$ cat src/rtl/blr_pkg.sv
// Shared types, constants and codes for the line rasterizer.
package blr_pkg;

  localparam int COORD_BITS   = 10;
  localparam int DIM_BITS     = 11;
  localparam int COLOR_BITS   = 16;
  localparam int ERR_BITS     = COORD_BITS + 2;
  localparam int CMP_BITS     = (COORD_BITS > DIM_BITS) ? COORD_BITS : DIM_BITS;
  localparam int CFG_IDX_BITS = 2;
  localparam int QUEUE_DEPTH  = 2;
  localparam int QPTR_BITS    = 1;
  localparam int QCNT_BITS    = 2;

  typedef logic [COORD_BITS-1:0]        coord_t;
  typedef logic [DIM_BITS-1:0]          dim_t;
  typedef logic [CMP_BITS-1:0]          cmp_t;
  typedef logic [COLOR_BITS-1:0]        color_t;
  typedef logic signed [ERR_BITS-1:0]   err_t;
  typedef logic signed [ERR_BITS:0]     err2_t;
  typedef logic [CFG_IDX_BITS-1:0]      cfg_idx_t;
  typedef logic [1:0]                   kind_t;

  localparam cfg_idx_t REG_SCREEN_WIDTH  = cfg_idx_t'(0);
  localparam cfg_idx_t REG_SCREEN_HEIGHT = cfg_idx_t'(1);

  localparam dim_t WIDTH_RESET  = dim_t'(240);
  localparam dim_t HEIGHT_RESET = dim_t'(320);

  localparam logic OP_LOAD = 1'b0;
  localparam logic OP_STEP = 1'b1;

  localparam kind_t CMD_STEP   = 2'd0;
  localparam kind_t CMD_LOAD   = 2'd1;
  localparam kind_t CMD_REJECT = 2'd2;

  typedef struct packed {
    logic   op;
    coord_t start_x;
    coord_t start_y;
    coord_t end_x;
    coord_t end_y;
    color_t line_color;
  } in_item_t;

  typedef struct packed {
    coord_t pixel_x;
    coord_t pixel_y;
    color_t pixel_color;
    logic   last_pixel;
  } out_item_t;

  typedef struct packed {
    kind_t  kind;
    coord_t cur_x;
    coord_t cur_y;
    coord_t goal_x;
    coord_t goal_y;
    coord_t abs_dx;
    coord_t abs_dy;
    logic   dir_x_neg;
    logic   dir_y_neg;
    err_t   err_init;
    color_t color;
  } cmd_t;

endpackage

$ cat src/rtl/bresenham_line_rasterizer.sv
// Line rasterizer top level: a load transaction sets up a line, each step
// transaction returns the next pixel. The block accepts one transaction per
// clock until its command queue fills; the front end checks endpoints
// against the screen size registers and orders axis-aligned lines, a
// two-entry command queue decouples it from the pixel engine, which does one
// Bresenham add-and-compare per clock while out_stall allows and holds each
// pixel in an output register until it is taken. A step passes through the
// command queue and then the output register; out_stall holds its pixel
// there. A step with no active line returns nothing; a load drops any active
// line. Write screen_width (index 0) and screen_height (index 1) only while
// no transaction is in flight.
module bresenham_line_rasterizer (
  input  logic               clk,
  input  logic               rst_n,
  // configuration write port
  input  logic               cfg_we,
  input  blr_pkg::cfg_idx_t  cfg_index,
  input  blr_pkg::dim_t      cfg_wdata,
  // command channel
  input  logic               in_valid,
  output logic               in_stall,
  input  blr_pkg::in_item_t  in_item,
  // pixel channel
  output logic               out_valid,
  input  logic               out_stall,
  output blr_pkg::out_item_t out_item
);
  import blr_pkg::*;

  logic push;
  cmd_t push_cmd;
  logic q_full;
  logic q_not_empty;
  logic pop;
  cmd_t q_cmd;

  // Accept transactions and turn loads into ready-to-run line set-ups.
  blr_front u_front (
    .clk       (clk),
    .rst_n     (rst_n),
    .cfg_we    (cfg_we),
    .cfg_index (cfg_index),
    .cfg_wdata (cfg_wdata),
    .in_valid  (in_valid),
    .in_item   (in_item),
    .q_full    (q_full),
    .in_stall  (in_stall),
    .push      (push),
    .push_cmd  (push_cmd)
  );

  // Hold commands while the pixel engine waits on the output side.
  blr_queue u_queue (
    .clk       (clk),
    .rst_n     (rst_n),
    .push      (push),
    .push_cmd  (push_cmd),
    .pop       (pop),
    .full      (q_full),
    .not_empty (q_not_empty),
    .pop_cmd   (q_cmd)
  );

  // Run the line: emit the current pixel, then advance the error term.
  blr_back u_back (
    .clk         (clk),
    .rst_n       (rst_n),
    .q_not_empty (q_not_empty),
    .q_cmd       (q_cmd),
    .pop         (pop),
    .out_valid   (out_valid),
    .out_stall   (out_stall),
    .out_item    (out_item)
  );

endmodule

$ cat src/rtl/blr_front.sv
// Front end: screen size registers, input acceptance and line set-up.
module blr_front (
  input  logic              clk,
  input  logic              rst_n,
  input  logic              cfg_we,
  input  blr_pkg::cfg_idx_t cfg_index,
  input  blr_pkg::dim_t     cfg_wdata,
  input  logic              in_valid,
  input  blr_pkg::in_item_t in_item,
  input  logic              q_full,
  output logic              in_stall,
  output logic              push,
  output blr_pkg::cmd_t     push_cmd
);
  import blr_pkg::*;

  dim_t   width_r, width_nxt;
  dim_t   height_r, height_nxt;
  coord_t sx, sy, ex, ey;
  logic   reject;

  always_comb begin
    width_nxt  = width_r;
    height_nxt = height_r;
    if (cfg_we) begin
      if (cfg_index == REG_SCREEN_WIDTH)  width_nxt  = cfg_wdata;
      if (cfg_index == REG_SCREEN_HEIGHT) height_nxt = cfg_wdata;
    end
  end

  always_ff @(posedge clk) begin
    if (!rst_n) begin
      width_r  <= WIDTH_RESET;
      height_r <= HEIGHT_RESET;
    end else begin
      width_r  <= width_nxt;
      height_r <= height_nxt;
    end
  end

  assign in_stall = q_full;
  assign push     = in_valid && !q_full;

  always_comb begin
    reject = (cmp_t'(in_item.start_x) >= cmp_t'(width_r))  ||
             (cmp_t'(in_item.end_x)   >= cmp_t'(width_r))  ||
             (cmp_t'(in_item.start_y) >= cmp_t'(height_r)) ||
             (cmp_t'(in_item.end_y)   >= cmp_t'(height_r));

    // Put horizontal and vertical lines in ascending order.
    sx = in_item.start_x;
    sy = in_item.start_y;
    ex = in_item.end_x;
    ey = in_item.end_y;
    if (sy == ey) begin
      if (sx > ex) begin
        sx = in_item.end_x;
        ex = in_item.start_x;
      end
    end else if (sx == ex) begin
      if (sy > ey) begin
        sy = in_item.end_y;
        ey = in_item.start_y;
      end
    end

    push_cmd.cur_x     = sx;
    push_cmd.cur_y     = sy;
    push_cmd.goal_x    = ex;
    push_cmd.goal_y    = ey;
    push_cmd.dir_x_neg = sx > ex;
    push_cmd.dir_y_neg = sy > ey;
    push_cmd.abs_dx    = push_cmd.dir_x_neg ? (sx - ex) : (ex - sx);
    push_cmd.abs_dy    = push_cmd.dir_y_neg ? (sy - ey) : (ey - sy);
    push_cmd.err_init  = err_t'(push_cmd.abs_dx) - err_t'(push_cmd.abs_dy);
    push_cmd.color     = in_item.line_color;

    if (in_item.op == OP_STEP) begin
      push_cmd.kind = CMD_STEP;
    end else if (reject) begin
      push_cmd.kind = CMD_REJECT;
    end else begin
      push_cmd.kind = CMD_LOAD;
    end
  end

endmodule

$ cat src/rtl/blr_queue.sv
// Two-entry command queue between the front end and the pixel engine.
module blr_queue (
  input  logic          clk,
  input  logic          rst_n,
  input  logic          push,
  input  blr_pkg::cmd_t push_cmd,
  input  logic          pop,
  output logic          full,
  output logic          not_empty,
  output blr_pkg::cmd_t pop_cmd
);
  import blr_pkg::*;

  cmd_t                 entry_r [QUEUE_DEPTH];
  logic [QPTR_BITS-1:0] wr_ptr_r, wr_ptr_nxt;
  logic [QPTR_BITS-1:0] rd_ptr_r, rd_ptr_nxt;
  logic [QCNT_BITS-1:0] count_r, count_nxt;

  assign full      = (count_r == QCNT_BITS'(QUEUE_DEPTH));
  assign not_empty = (count_r != '0);
  assign pop_cmd   = entry_r[rd_ptr_r];

  always_comb begin
    wr_ptr_nxt = wr_ptr_r;
    rd_ptr_nxt = rd_ptr_r;
    count_nxt  = count_r;
    if (push) begin
      wr_ptr_nxt = (wr_ptr_r == QPTR_BITS'(QUEUE_DEPTH - 1)) ? '0 : wr_ptr_r + 1'b1;
    end
    if (pop) begin
      rd_ptr_nxt = (rd_ptr_r == QPTR_BITS'(QUEUE_DEPTH - 1)) ? '0 : rd_ptr_r + 1'b1;
    end
    if (push && !pop) begin
      count_nxt = count_r + 1'b1;
    end else if (pop && !push) begin
      count_nxt = count_r - 1'b1;
    end
  end

  always_ff @(posedge clk) begin
    if (!rst_n) begin
      wr_ptr_r <= '0;
      rd_ptr_r <= '0;
      count_r  <= '0;
    end else begin
      wr_ptr_r <= wr_ptr_nxt;
      rd_ptr_r <= rd_ptr_nxt;
      count_r  <= count_nxt;
    end
  end

  always_ff @(posedge clk) begin
    if (push) begin
      entry_r[wr_ptr_r] <= push_cmd;
    end
  end

endmodule

$ cat src/rtl/blr_back.sv
// Pixel engine: line state, Bresenham step and output register.
module blr_back (
  input  logic               clk,
  input  logic               rst_n,
  input  logic               q_not_empty,
  input  blr_pkg::cmd_t      q_cmd,
  output logic               pop,
  output logic               out_valid,
  input  logic               out_stall,
  output blr_pkg::out_item_t out_item
);
  import blr_pkg::*;

  logic      busy_r, busy_nxt;
  logic      out_valid_r, out_valid_nxt;
  out_item_t out_item_r, out_item_nxt;
  coord_t    cur_x_r, cur_x_nxt;
  coord_t    cur_y_r, cur_y_nxt;
  coord_t    goal_x_r, goal_x_nxt;
  coord_t    goal_y_r, goal_y_nxt;
  coord_t    abs_dx_r, abs_dx_nxt;
  coord_t    abs_dy_r, abs_dy_nxt;
  logic      dir_x_neg_r, dir_x_neg_nxt;
  logic      dir_y_neg_r, dir_y_neg_nxt;
  err_t      err_r, err_nxt;
  color_t    color_r, color_nxt;

  logic  out_free;
  logic  last;
  logic  step_x;
  logic  step_y;
  err2_t e2;
  err2_t dx_w;
  err2_t dy_w;

  assign out_free  = !out_valid_r || !out_stall;
  assign pop       = q_not_empty && ((q_cmd.kind != CMD_STEP) || !busy_r || out_free);
  assign last      = (cur_x_r == goal_x_r) && (cur_y_r == goal_y_r);
  assign out_valid = out_valid_r;
  assign out_item  = out_item_r;

  assign e2     = {err_r, 1'b0};
  assign dx_w   = err2_t'(abs_dx_r);
  assign dy_w   = err2_t'(abs_dy_r);
  assign step_x = e2 > -dy_w;
  assign step_y = e2 < dx_w;

  always_comb begin
    busy_nxt      = busy_r;
    cur_x_nxt     = cur_x_r;
    cur_y_nxt     = cur_y_r;
    goal_x_nxt    = goal_x_r;
    goal_y_nxt    = goal_y_r;
    abs_dx_nxt    = abs_dx_r;
    abs_dy_nxt    = abs_dy_r;
    dir_x_neg_nxt = dir_x_neg_r;
    dir_y_neg_nxt = dir_y_neg_r;
    err_nxt       = err_r;
    color_nxt     = color_r;
    out_item_nxt  = out_item_r;
    out_valid_nxt = out_valid_r && out_stall;

    if (pop) begin
      case (q_cmd.kind)
        CMD_LOAD: begin
          busy_nxt      = 1'b1;
          cur_x_nxt     = q_cmd.cur_x;
          cur_y_nxt     = q_cmd.cur_y;
          goal_x_nxt    = q_cmd.goal_x;
          goal_y_nxt    = q_cmd.goal_y;
          abs_dx_nxt    = q_cmd.abs_dx;
          abs_dy_nxt    = q_cmd.abs_dy;
          dir_x_neg_nxt = q_cmd.dir_x_neg;
          dir_y_neg_nxt = q_cmd.dir_y_neg;
          err_nxt       = q_cmd.err_init;
          color_nxt     = q_cmd.color;
        end
        CMD_REJECT: begin
          busy_nxt = 1'b0;
        end
        CMD_STEP: begin
          if (busy_r) begin
            out_valid_nxt            = 1'b1;
            out_item_nxt.pixel_x     = cur_x_r;
            out_item_nxt.pixel_y     = cur_y_r;
            out_item_nxt.pixel_color = color_r;
            out_item_nxt.last_pixel  = last;
            if (last) begin
              busy_nxt = 1'b0;
            end else begin
              err_nxt = err_r - (step_x ? err_t'(abs_dy_r) : '0)
                              + (step_y ? err_t'(abs_dx_r) : '0);
              if (step_x) begin
                cur_x_nxt = dir_x_neg_r ? cur_x_r - 1'b1 : cur_x_r + 1'b1;
              end
              if (step_y) begin
                cur_y_nxt = dir_y_neg_r ? cur_y_r - 1'b1 : cur_y_r + 1'b1;
              end
            end
          end
        end
        default: begin
          busy_nxt = busy_r;
        end
      endcase
    end
  end

  always_ff @(posedge clk) begin
    if (!rst_n) begin
      busy_r      <= 1'b0;
      out_valid_r <= 1'b0;
    end else begin
      busy_r      <= busy_nxt;
      out_valid_r <= out_valid_nxt;
    end
  end

  always_ff @(posedge clk) begin
    cur_x_r     <= cur_x_nxt;
    cur_y_r     <= cur_y_nxt;
    goal_x_r    <= goal_x_nxt;
    goal_y_r    <= goal_y_nxt;
    abs_dx_r    <= abs_dx_nxt;
    abs_dy_r    <= abs_dy_nxt;
    dir_x_neg_r <= dir_x_neg_nxt;
    dir_y_neg_r <= dir_y_neg_nxt;
    err_r       <= err_nxt;
    color_r     <= color_nxt;
    out_item_r  <= out_item_nxt;
  end

endmodule

$ cat config.mk
export PLATFORM = sky130hd
export DESIGN_NAME = bresenham_line_rasterizer
export DESIGN_NICKNAME = d
export VERILOG_FILES = /design/src/rtl/blr_pkg.sv /design/src/rtl/bresenham_line_rasterizer.sv /design/src/rtl/blr_front.sv /design/src/rtl/blr_queue.sv /design/src/rtl/blr_back.sv
export SDC_FILE = /design/constraint.sdc
export NUM_CORES = 1
export LEC_CHECK = 0
export ABC_CLOCK_PERIOD_IN_PS = 8300
export BUFFER_PORTS_ARGS = -buffer_cell sky130_fd_sc_hd__buf_4
export CORE_UTILIZATION = 45
export DETAILED_ROUTE_END_ITERATION = 10
export PLACE_DENSITY = 0.64
export SLEW_MARGIN = 20
export SYNTH_ARGS = -nofsm -noshare
export SYNTH_HDL_FRONTEND = slang
export SYNTH_SLANG_ARGS = --single-unit
$ cat constraint.sdc
create_clock -name clk -period 8.3 [get_ports clk]
set_input_delay 1.66 -clock clk [delete_from_list [all_inputs] [get_ports clk]]
set_output_delay 1.66 -clock clk [all_outputs]
set_load 0.01 [all_outputs]
Word level (Yosys, flattened, before mapping)
Memories as Yosys holds them, arrays and structs flattened. A register that Yosys moved wholly into a read port is not among the register bits.
Index checks and enable logic that the tools add are counted.
- add/sub/neg operators: 16
- $lt $le $gt $ge: 10
- equal/unequal tests: 12
- multiplexer cells: 43
- reduce and logical (&&, ||, !) cells: 33
- operators by type and width (cell ; number):
    2-to-1 mux 10 bit ; 22
    greater-or-equal comparator 10 x 11 -> 1 bit ; 4
    == test 10 bit ; 4
    greater-than comparator 10 bit ; 4
    case mux 10 bit (2 select lines) ; 2
    subtractor 10 bit ; 4
    2-to-1 mux 12 bit ; 2
    case mux 12 bit (2 select lines) ; 1
    adder 10 x 1 -> 10 bit, second input constant ; 2
    subtractor 10 x 1 -> 10 bit, second input constant ; 2
    greater-than comparator 13 bit ; 1
    < comparator 13 x 11 -> 1 bit ; 1
    negator 10 -> 13 bit ; 1
    adder 12 bit ; 1
    subtractor 12 bit ; 1
    2-to-1 mux 1 bit ; 11
    subtractor 10 x 10 -> 11 bit ; 1
    AND reduction 5 bit ; 2
    2-to-1 mux 2 bit ; 4
    AND reduction 2 bit ; 4
    nonzero test 2 bit ; 4
    logical AND 1 bit ; 6
    logical NOT 1 bit ; 6
    logical OR 1 bit ; 6
    12 further kinds ; 18
- register bits after elaboration: 155
- memory bits (writable): 184
- bits of input ports: 75
- output and inout bits: 39
- logic and storage cells: 136
- memories kept: 1
- memories (name ; words ; width ; rd ports ; clocked after memory_dff ; wr ports ; RTL line ; RTL):
    u_queue.entry_r ; 2 ; 92 ; 1 ; 1 ; 1 ; blr_queue.sv:14 ; cmd_t entry_r [QUEUE_DEPTH];

Depth between registers and ports, before layout
Gate-level depths: netlist of the first run.
- depth in word-level cells: 8
- gate-level depth with buffers: 34
- mapped depth without buffers: 29

By module
From an unflattened synthesis of the first run, not the netlist that was laid out.
- cells, all modules: 1627
- area, all modules: 19058.3 um^2
- by module, submodules not included (module ; instances ; cells an instance ; area an instance (um^2) ; seq. area each (um^2)):
    blr_back ; 1 ; 572 ; 6911.6 ; 3853.7
    blr_queue ; 1 ; 308 ; 6885.4 ; 5625.4
    blr_front ; 1 ; 747 ; 5261.3 ; 440.4

Worst setup path after synthesis of the first run
Ideal clock, no wire load.
- path type: in2reg
- start: in in_item[34] (netlist bit)
- end: mem u_queue.entry_r[0][25] (netlist bit) (data pin)
- setup time: 262 ps
- data arrival time: 6903 ps
- required time: 8038 ps
- path slack: 1135 ps
- cell stages on the path: 34
- path buffers: 5
- cell sequence: inv_1 > ha_1 > buf_2 > nand4_4 > nor3_4 > and2_2 > o31a_1 > buf_6 > buf_2 > buf_1 > nor2_1 > a21o_1 > inv_1 > ha_1 > inv_1 > ha_1 > inv_1 > o211ai_1 > a21oi_1 > o32ai_1 > a21oi_1 > buf_4 > mux2i_1 > ha_1 > nor2b_1 > o21ai_0 > a21boi_0 > o21ai_0 > a21boi_0 > o21ai_0 > nand2b_1 > a21o_1 > a21oi_1 > xnor2_1
- RTL lines (what ; RTL line ; RTL):
    start: declaration ; bresenham_line_rasterizer.sv:22 ; input blr_pkg::in_item_t in_item,
    end: declaration ; blr_queue.sv:14 ;

==> flow_metrics.py, run 1 <==
metrics = {
    "floorplan": {
        "dieWidth_um": 205,
        "die_h_um": 205,
        "fp-row-count": 73,
        "io_pins": 114,
        "die_area_mm2": 0.0420,
        "start_util_pct": 46.1,
        "coreArea_mm2": 0.0402,
    },
    "timing": {
        "worst_slew_pin_slew_ns": 1.12,
        "finClkSkew_ns": 0.0288,
        "rsz0062_at_grt": "false",
        "setup_tns_ns": 0,
        "holdWs_ns": 0.415,
        "finalSetupViolCount": 0,
        "fin_crit_sh_pct": 90.2,
        "drv_slew": 0,
        "finalHoldViolations": 0,
        "max_slew_margin_pct": 25.2,
        "max_freq_mhz": 134,
        "finalCriticalPeriod_ns": 7.49,
    },
    "clock_tree": {
        "post-cts-setup-buffers": 0,
        "cts_resized": 0,
        "cts_buffer_depth": 3,
        "cts_root_buffer": "clkbuf_16",
        "cts_sinks": 338,
        "cts-hold-fix-buffers": 0,
        "cts_tree": "built",
        "cts_made_buffers": 37,
        "htreeDepth": 2,
        "worstSkewPairLatency_ns": 0.56,
        "cts.clk_slew.worst_paths_ns": 0.07,
    },
    "finish": {
        "drive_gt1_share_pct": 16.4,
        "finalNetCount": 1898,
        "areaGrowthSynthToFinish_pct": 13.9,
    },
    "drt": {
        "drtIter0Drc": 691,
        "wl_per_cell_um": 19.3,
        "via_per_inst": 5.42,
        "routed_wl_um": 43200,
        "dr_wl_met3_um": 2100,
        "wl_met2_um": 19900,
        "drcViolationCount": 0,
        "ant_nets": 0,
        "drtPass1Iterations": 5,
        "routed.top_layer": "met4",
        "wl_met1_um": 20000,
        "vias": 12100,
    },
    "setup_path": {
        "endpoint_kind": "flop",
        "required_ns": 8.60,
        "r2r_cells": 24,
        "cp-startpoint": "in_item[19]",
        "crit_path_end": "u_queue.entry_r[0][25]",
        "r2r_slack_ns": 2.41,
        "worstPathArrival_ns": 7.79,
        "cp_max_fo": 13,
        "r2r-end": "u_back.err_r[11]",
        "rr_startpoint": "u_back.abs_dy_r[4]",
        "crit_path_top_delay_cell": "ha_1",
        "critPathLaunchType": "primary input",
        "critPathMaxStageDelay_ns": 0.55,
        "worstSetupPathType": "primary input to flop",
    },
    "yosys": {
        "synth.distinct_cells": 84,
        "synth_edf_count": 309,
        "synth_seq_cells": 338,
        "syn-num-nets": 1778,
        "synth_cells": 1562,
        "async_flop_share_pct": 0,
        "synth-seq-area-share_pct": 53.3,
        "avgSynthCellArea_um2": 11.9,
        "synth_ff_type": "edfxtp_1",
        "yosys_warnings": 0,
        "synth.cell_area_mm2": 0.0185,
    },
    "global_routing": {
        "antenna_found_initial": 1,
        "gr-total-overflow": 0,
        "grt_usage_pct": 21.1,
        "grt_max_degree": 71,
        "grt_pass1_vias": 12200,
        "grt_pass1_wl_um": 67200,
    },
    "pwr": {
        "p_leak_uw": 0.00817,
        "vdd_drop_max_mv": 0.143,
        "p_per_area_mw_per_mm2": 274,
    },
    "hold_path": {
        "worstHoldPathType": "flop to flop",
    },
    "placed_design": {
        "gp_congestion": 0.896,
        "hpwlAfterDp_um": 32500,
        "port_buffers": 113,
    },
    "outcome": {
        "status": "finished, final reports clean",
    },
    "flow_run": {
        "cap_viol_max_count": 0,
    },
}
==> synth_stat cells, types with 3 or more instances <==
cell | number | share of area (%)
dfxtp_1 | 29 | 3.1
nand2b_1 | 17 | 0.57
nand2_1 | 151 | 3.1
a221oi_1 | 4 | 0.19
nor3_1 | 16 | 0.43
mux2i_1 | 42 | 2.3
nand4_4 | 3 | 0.34
and2_1 | 7 | 0.24
o31a_1 | 3 | 0.14
buf_2 | 4 | 0.11
fa_1 | 13 | 1.4
and3_1 | 9 | 0.30
nor2_1 | 44 | 0.89
o21a_1 | 29 | 1.2
a211oi_1 | 17 | 0.69
a21oi_1 | 54 | 1.5
or3_1 | 5 | 0.17
mux2_2 | 66 | 4.0
a21o_1 | 20 | 0.81
o31ai_1 | 3 | 0.12
a22oi_1 | 3 | 0.12
nand3b_1 | 5 | 0.20
nor4_1 | 8 | 0.27
buf_4 | 9 | 0.36
buf_1 | 7 | 0.14
edfxtp_1 | 309 | 50
o311ai_0 | 3 | 0.14
o22ai_1 | 4 | 0.14
o221ai_1 | 5 | 0.24
o21bai_1 | 15 | 0.61
buf_6 | 7 | 0.43
a31oi_1 | 11 | 0.37
a21boi_0 | 23 | 0.93
nor2b_1 | 27 | 0.91
o21ai_0 | 94 | 2.5
clkbuf_1 | 27 | 0.55
xor2_1 | 29 | 1.4
nand4_1 | 15 | 0.51
inv_1 | 152 | 3.1
xnor2_1 | 54 | 2.6
nor3b_1 | 4 | 0.16
o211ai_1 | 15 | 0.61
ha_1 | 128 | 8.7
nand3_1 | 19 | 0.51
==> critical path, delay by kind of cell <==
family          cells  cell delay, ns
compound gates      9            1.95
xor+xnor            2            0.44
fa+ha+maj           3            1.08
mux                 1            0.19
buf+inv             3            0.38
simple gates        8            2.06
==> per-layer routing <==
metal | vias up | GRT usage (%)
met1 | 5801 | 28.4
li1 | 5925 | -
met3 | 76 | 2.90
met2 | 307 | 34.4
met5 | - | 0
met4 | 0 | 7.94
==> power breakdown <==
| group | switching, uW | internal (uW) |
|---|---|---|
| Sequential | 136 | 2280 |
| Clock | 663 | 919 |
| Combinational | 1020 | 752 |
==> cells by family (layout without fill, tap and decap cells) <==
kind of cell	Yosys count	in the layout	synth area share [%]
AO/OA/AOI/OAI	335	335	12.1
XOR/XNOR	83	83	3.93
adder cells (fa/ha/maj)	141	141	10.1
buffers and inverters	206	353	4.67
flip-flops	338	338	53.3
multiplexers	112	112	6.57
other	0	1	0
AND/OR/NAND/NOR	347	347	9.39
==> final cells by class <==
type	instances	area (um^2)
flip-flops and latches	338	9860
clock buffers	45	956
repair buffers	135	1010
well taps	525	657
inverters	152	571
multi-input cells	1018	7810
diodes	1	2.50
fillers	3493	19100
clock inverters	21	204
==> worst min path at each step <==
stage,startpoint,endpoint,slack [ns],cells past startpoint
after global placement,u_back.color_r[11],u_back.out_item[12],0.40,0
after global routing,u_back.color_r[11],u_back.out_item[12],0.42,0
final,u_back.color_r[15],u_back.out_item[16],0.41,0
after CTS,u_back.color_r[15],u_back.out_item[16],0.41,0
after detailed placement,u_back.color_r[5],u_back.out_item[6],0.41,0
after floorplan,u_back.color_r[9],u_back.out_item[10],0.40,0
==> cell usage in the layout (no fill, tap or decap), drive strengths merged, types with 8 or more instances in the layout <==
master	instances
a211oi	18
a21boi	23
a21o	20
a21oi	56
a31oi	11
and2	9
and3	9
buf	135
clkbuf	45
clkinv	14
dfxtp	29
edfxtp	309
fa	13
ha	128
inv	154
mux2	70
mux2i	42
nand2	152
nand2b	18
nand3	19
nand4	18
nor2	45
nor2b	27
nor3	17
nor4	8
o211ai	15
o21a	29
o21ai	96
o21bai	15
xnor2	54
xor2	29
==> per-stage QoR <==
stage / std cells / worst slack, ns / instance area (um^2) / util, % / power, uW
after floorplan: 1562 / 1.13 / 18500 / - / 3750
after global placement: 2168 / 0.460 / 19900 / 49.6 / 4180
after detailed placement: 2168 / 0.352 / 19900 / 49.6 / 4230
after CTS: 2234 / 0.875 / 21100 / 52.4 / 5840
after global routing: 2234 / 0.306 / 21100 / 52.4 / 6120
final: 2235 / 0.813 / 21100 / 52.4 / 5770
==> registers in the layout (all words and copies together) (netlist names), named ones only <==
register / count
u_front.width_r: 11
u_back.goal_y_r: 10
u_queue.entry_r: 182
u_front.height_r: 11
u_back.cur_y_r: 10
u_queue.rd_ptr_r: 1
u_back.dir_x_neg_r: 1
u_queue.wr_ptr_r: 1
u_back.dir_y_neg_r: 1
u_queue.count_r: 2
u_back.abs_dy_r: 10
u_back.err_r: 12
u_back.abs_dx_r: 10
u_back.out_valid: 1
u_back.cur_x_r: 10
u_back.busy_r: 1
u_back.goal_x_r: 10
u_back.color_r: 16
u_back.out_item: 37
(Power assumes the default switching activity.)
==> run 2, diff against run 1 <==
SYNTH_HIERARCHICAL = 1   (was not set)
TNS_END_PERCENT = 30   (was not set)
==> flow_metrics.py, run 2 <==
metrics = {
    "setup_path": {
        "endpoint_kind": "flop",
        "path_common_cell": "ha_1",
        "cp_max_fo": 12,
        "worstSetupPathType": "primary input to flop",
        "critPathTopFamily": "compound AO/OA/AOI/OAI gates",
        "worstPathArrival_ns": 7.67,
        "critPathLaunchType": "primary input",
        "crit_path_top_delay_cell": "ha_1",
        "required_ns": 8.59,
        "path_buf_inv": 4,
        "critPathMaxStageDelay_ns": 0.55,
    },
    "clock_tree": {
        "cts.clk_slew.worst_paths_ns": 0.05,
        "cts-hold-fix-buffers": 0,
        "cts_buffer_depth": 3,
        "cts_root_buffer": "clkbuf_16",
        "cts_sinks": 340,
        "cts_resized": 0,
        "post-cts-setup-buffers": 0,
        "worstSkewPairLatency_ns": 0.56,
        "htreeDepth": 2,
        "cts_made_buffers": 38,
        "cts_tree": "built",
    },
    "drt": {
        "ant_nets": 0,
        "routed_wl_um": 47500,
        "via_per_inst": 5.62,
        "drtPass1Iterations": 5,
        "vias": 12900,
        "wl_per_cell_um": 20.7,
        "drtIter0Drc": 911,
        "drcViolationCount": 0,
    },
    "finish": {
        "final_common_cell": "edfxtp_1",
        "areaGrowthSynthToFinish_pct": 12.7,
        "fin_util_pct": 51.3,
        "final_cell_mix": "311 x edfxtp_1, 159 x nand2_1, 134 x buf_4",
        "top_register": "u_queue/entry_r",
        "drive_gt1_share_pct": 18.3,
        "finalNetCount": 1943,
        "largest_reg_flops": 184,
        "stdcell_count": 2297,
    },
    "timing": {
        "rsz0062_at_grt": "false",
        "setup_ws_ns": 0.923,
        "finalSetupViolCount": 0,
        "max_slew_margin_pct": 23.5,
        "fin_crit_sh_pct": 88.9,
        "finClkSkew_ns": 0.0139,
        "worst_slew_pin_slew_ns": 1.12,
        "finalHoldViolations": 0,
        "drv_slew": 0,
        "max_freq_mhz": 136,
        "setup_tns_ns": 0,
        "finalCriticalPeriod_ns": 7.38,
    },
    "global_routing": {
        "antenna_found_initial": 0,
        "grt_max_degree": 73,
        "grt_pass1_wl_um": 73800,
        "grt_usage_pct": 22.2,
        "gr-total-overflow": 0,
        "grt_pass1_vias": 12800,
    },
    "placed_design": {
        "hpwlAfterDp_um": 35700,
        "dp.cells": 2226,
        "gp_congestion": 0.903,
        "dp_slack_ns": 0.474,
        "port_buffers": 113,
    },
    "yosys": {
        "synth.most_common_cell": "edfxtp_1",
        "async_flop_share_pct": 0,
        "synth.cell_area_mm2": 0.0191,
        "yosys_warnings": 6,
        "avgSynthCellArea_um2": 11.7,
        "synth-seq-area-share_pct": 52.0,
        "synth_top_area_share_pct": 49.0,
        "yosysTopAreaCell": "edfxtp_1",
        "synth_cells": 1627,
        "syn-num-nets": 1843,
        "yosys-top-cells-area": "edfxtp_1 49%, ha_1 8.4%, mux2_2 5.6%",
        "synth.distinct_cells": 84,
        "yosys-top-cells-count": "311 x edfxtp_1, 159 x nand2_1, 132 x inv_1, 128 x ha_1, 109 x o21ai_0",
        "synth_edf_count": 311,
        "synth_ff_type": "edfxtp_1",
        "synth_seq_cells": 340,
    },
    "floorplan": {
        "dieWidth_um": 208,
        "fp-row-count": 75,
        "start_util_pct": 45.5,
        "die_h_um": 208,
        "coreArea_mm2": 0.0419,
        "io_pins": 114,
        "die_area_mm2": 0.0432,
    },
    "pwr": {
        "vdd_drop_max_mv": 0.149,
        "p_leak_uw": 0.00828,
        "p_per_area_mw_per_mm2": 279,
    },
    "hold_path": {
        "worstHoldPathType": "flop to flop",
    },
    "flow_run": {
        "cap_viol_max_count": 0,
    },
    "outcome": {
        "status": "finished, final reports clean",
    },
}
## run 2: cell types whose count changed after synthesis, sizes merged, moves of 8 or more
cell / previous run / this run
buf: 27 / 56
xnor2: 54 / 27
mux2: 70 / 95
inv: 152 / 132
o21ai: 96 / 114
xor2: 29 / 47
mux2i: 42 / 26
nor2b: 27 / 15
nor3: 17 / 29
and2: 9 / 20
clkbuf: 27 / 19
nand2: 152 / 160
o2111ai: 2 / 10
o21bai: 15 / 7
## run 2: layout make-up
cell class                      instances  area (um^2)
Timing Repair Buffer                  135         1030
Sequential cell                       340         9920
Tap cell                              539          674
Multi-Input combinational cell       1080         8200
Antenna cell                            2         5.00
Inverter                              132          495
Fill cell                            3656        20400
Clock inverter                         22          176
Clock buffer                           47          986
## run 2: final timing paths
path / startpoint / cells past startpoint / to / slack, ns
hold / removal: u_back/color_r[9] / 0 / u_back/out_item[10] / 0.42
setup reg to reg: u_back/abs_dy_r[4] / 19 / u_back/err_r[7] / 3.01
hold reg to reg: u_back/color_r[9] / 0 / u_back/out_item[10] / 0.42
setup / recovery: in_item[23] / 30 / u_queue/entry_r[0][25] / 0.92
## run 2: where the power goes
group	switching, uW	internal (uW)
registers	171	2300
logic	1160	798
clock network	677	886
## run 2: through the flow
| step | area, um^2 | total power, uW | hold slack (ns) |
|---|---|---|---|
| after floorplan | 19100 | 3910 | 0.400 |
| after global placement | 20300 | 4400 | 0.403 |
| after detailed placement | 20300 | 4450 | 0.405 |
| after CTS | 21500 | 6040 | 0.419 |
| after global routing | 21500 | 6350 | 0.421 |
| final | 21500 | 6000 | 0.417 |
## run 2: routing by layer
| layer | track usage (%) | vias up | wire, um |
|---|---|---|---|
| met1 | 30.5 | 6272 | 21400 |
| li1 | - | 6198 | - |
| met3 | 2.51 | 60 | 2300 |
| met5 | 0 | - | 0 |
| met2 | 37.5 | 388 | 22900 |
| met4 | 5.75 | 0 | 897 |
## run 2: cell families (layout without fill, tap and decap cells)
family | count (synthesis) | count (layout) | share of synthesized area (%)
fa+ha+maj | 141 | 141 | 9.77
other cells | 0 | 2 | 0
mux | 121 | 121 | 6.98
flops | 340 | 340 | 52.0
simple gates | 388 | 388 | 9.99
compound gates | 356 | 356 | 12.8
buf+inv | 207 | 336 | 5.02
xor+xnor | 74 | 74 | 3.40
==> run 3, diff against run 2 <==
--- a/config.mk
+++ b/config.mk
@@ -12,3 +12,3 @@
 export PLACE_DENSITY = 0.64
-export SLEW_MARGIN = 20
+export SLEW_MARGIN = 15
 export SYNTH_ARGS = -nofsm -noshare
==> constraint.sdc (replaced) <==
create_clock -name clk -period 8.3 [get_ports clk]
set_input_delay 0 -clock clk [delete_from_list [all_inputs] [get_ports clk]]
set_output_delay 0 -clock clk [all_outputs]
set_load 0.01 [all_outputs]
==> flow_metrics.py, run 3 (synthesis results as in run 2) <==
metrics = {
    "outcome": {
        "status": "finished, violations left",
        "violations": "negative hold slack",
    },
    "clock_tree": {
        "cts.clk_slew.worst_paths_ns": 0.06,
        "cts_resized": 0,
        "htreeDepth": 2,
        "worstSkewPairLatency_ns": 0.54,
        "cts_sinks": 340,
        "post-cts-setup-buffers": 0,
        "cts_buffer_depth": 3,
        "cts_root_buffer": "clkbuf_16",
        "cts_tree": "built",
        "cts_made_buffers": 37,
        "cts-hold-fix-buffers": 71,
    },
    "timing": {
        "max_freq_mhz": 146,
        "finalSetupViolCount": 0,
        "setup_tns_ns": 0,
        "finalCriticalPeriod_ns": 6.87,
        "fin_crit_sh_pct": 82.8,
        "setup_ws_ns": 1.43,
        "max_slew_margin_pct": 37.4,
        "rsz0062_at_grt": "false",
        "finClkSkew_ns": 0.0141,
        "finalHoldViolations": 2,
        "worst_slew_pin_slew_ns": 0.915,
        "drv_slew": 0,
        "holdWs_ns": -0.0201,
    },
    "floorplan": {
        "die_h_um": 208,
        "io_pins": 114,
        "start_util_pct": 45.5,
        "dieWidth_um": 208,
        "die_area_mm2": 0.0432,
        "coreArea_mm2": 0.0419,
        "fp-row-count": 75,
    },
    "placed_design": {
        "hpwlAfterDp_um": 35200,
        "gp_congestion": 0.907,
        "port_buffers": 113,
        "dp.cells": 2223,
        "dp_slack_ns": 1.65,
    },
    "pwr": {
        "power.share.sequential_pct": 41.1,
        "swShare_pct": 33.3,
        "vdd_drop_max_mv": 0.143,
        "p_clk_share_pct": 26.0,
        "p_per_area_mw_per_mm2": 271,
        "switchingPower_uw": 2000,
        "p_comb_share_pct": 32.9,
        "internal-power_uw": 4010,
        "p_leak_uw": 0.00851,
    },
    "drt": {
        "wl_per_cell_um": 20.3,
        "ant_nets": 0,
        "via_per_inst": 5.59,
        "routed_wl_um": 47900,
        "drtPass1Iterations": 6,
        "vias": 13200,
        "drtIter0Drc": 860,
        "drcViolationCount": 0,
    },
    "setup_path": {
        "crit_path_end": "u_queue/entry_r[0][25]",
        "worstSetupPathType": "primary input to flop",
        "r2r-end": "u_back/err_r[11]",
        "cp_max_fo": 15,
        "critPathTopFamily": "compound AO/OA/AOI/OAI gates",
        "r2r_cells": 19,
        "cp-startpoint": "in_item[38]",
        "crit_path_top_delay_cell": "a31oi_2",
        "path_buf_inv": 4,
        "endpoint_kind": "flop",
        "critPathLaunchType": "primary input",
        "critPathMaxStageDelay_ns": 0.79,
        "worstPathArrival_ns": 7.15,
        "required_ns": 8.58,
        "rr_startpoint": "u_back/abs_dy_r[4]",
        "path_common_cell": "ha_1",
        "critical_path_depth": 29,
        "r2r_slack_ns": 3.18,
    },
    "finish": {
        "largest_reg_flops": 184,
        "areaGrowthSynthToFinish_pct": 16.2,
        "final_common_cell": "edfxtp_1",
        "diodes": 0,
        "stdcell_count": 2358,
        "drive_gt1_share_pct": 17.3,
        "top_register": "u_queue/entry_r",
        "final_cell_mix": "311 x edfxtp_1, 159 x nand2_1, 132 x buf_4, 132 x inv_1, 128 x ha_1",
        "finalNetCount": 2010,
    },
    "global_routing": {
        "grt_max_degree": 73,
        "grt_pass1_wl_um": 74200,
        "grt_pass1_vias": 13100,
        "gr-total-overflow": 0,
        "antenna_found_initial": 3,
        "grt_usage_pct": 22.2,
    },
    "hold_path": {
        "worstHoldPathType": "primary input to flop",
    },
    "flow_run": {
        "cap_viol_max_count": 0,
    },
}
==> run 3: cell count changes in the layout (fill, tap and decap cells not counted), sizes merged <==
cell         before  now
inv             134  133
diode             2    0
clkbuf           47   44
bufinv            1    2
clkinv           19   15
buf             135  132
clkinvlp          0    2
dlygate4sd3       0   71
==> run 3: area by class of cell <==
type | count | area [um^2]
sequential | 340 | 9920
fill | 3601 | 19700
inverter | 132 | 495
timing repair buffer | 203 | 1700
tap | 539 | 674
multi-input combinational | 1080 | 8200
clock buffer | 44 | 952
clock inverter | 20 | 201
==> run 3: routing by layer <==
layer / vias to the layer above / wire (um) / part of all wire, % / track usage, %
met1: 6399 / 21400 / 45 / 29.8
met2: 383 / 22900 / 48 / 37.3
met5: - / 0 / 0 / 0
met4: 0 / 1190 / 2.5 / 6.44
li1: 6326 / - / - / -
met3: 72 / 2390 / 5.0 / 3.31
==> run 3: worst reg2reg max path, delay by kind of cell, from the launching register on <==
family,cells,cell delay (ns)
AO/OA/AOI/OAI,8,1.84
buffers and inverters,2,0.31
adder cells (fa/ha/maj),3,0.99
flip-flops,1,0.50
AND/OR/NAND/NOR,6,1.23
==> run 3: worst min path at each step <==
stage                      startpoint                     end  slack [ns]  cells after the start
final                     in_item[46]  u_queue/entry_r[0][80]       -0.02                      3
after global routing      in_item[46]  u_queue/entry_r[1][80]        0.01                      3
after CTS                 in_item[46]  u_queue/entry_r[0][80]       0.004                      3
after detailed placement   in_item[9]   u_queue/entry_r[0][9]        0.19                      1
after global placement    in_item[14]  u_queue/entry_r[0][14]        0.19                      1
after floorplan                 rst_n        u_queue/wr_ptr_r        0.12                      1
==> run 3: power groups by stage <==
| stage | Combinational, uW | Sequential (uW) | Clock (uW) |
|---|---|---|---|
| 6_report | 1980 | 2470 | 1560 |
| 3_5_place_dp | 1930 | 2510 | 0 |
| 2_1_floorplan | 1470 | 2430 | 0 |
| 4_1_cts | 1970 | 2480 | 1610 |
| 5_1_grt | 2200 | 2500 | 1670 |
| 3_3_place_gp | 1900 | 2500 | 0 |
==> run 3: metrics by stage <==
step           power, uW  utilization (%)  instance area, um^2
6_report            6010             52.9                22100
5_1_grt             6370             52.9                22100
4_1_cts             6050             52.9                22100
3_5_place_dp        4440             48.5                20300
3_3_place_gp        4400             48.5                20300
2_1_floorplan       3910                -                19100
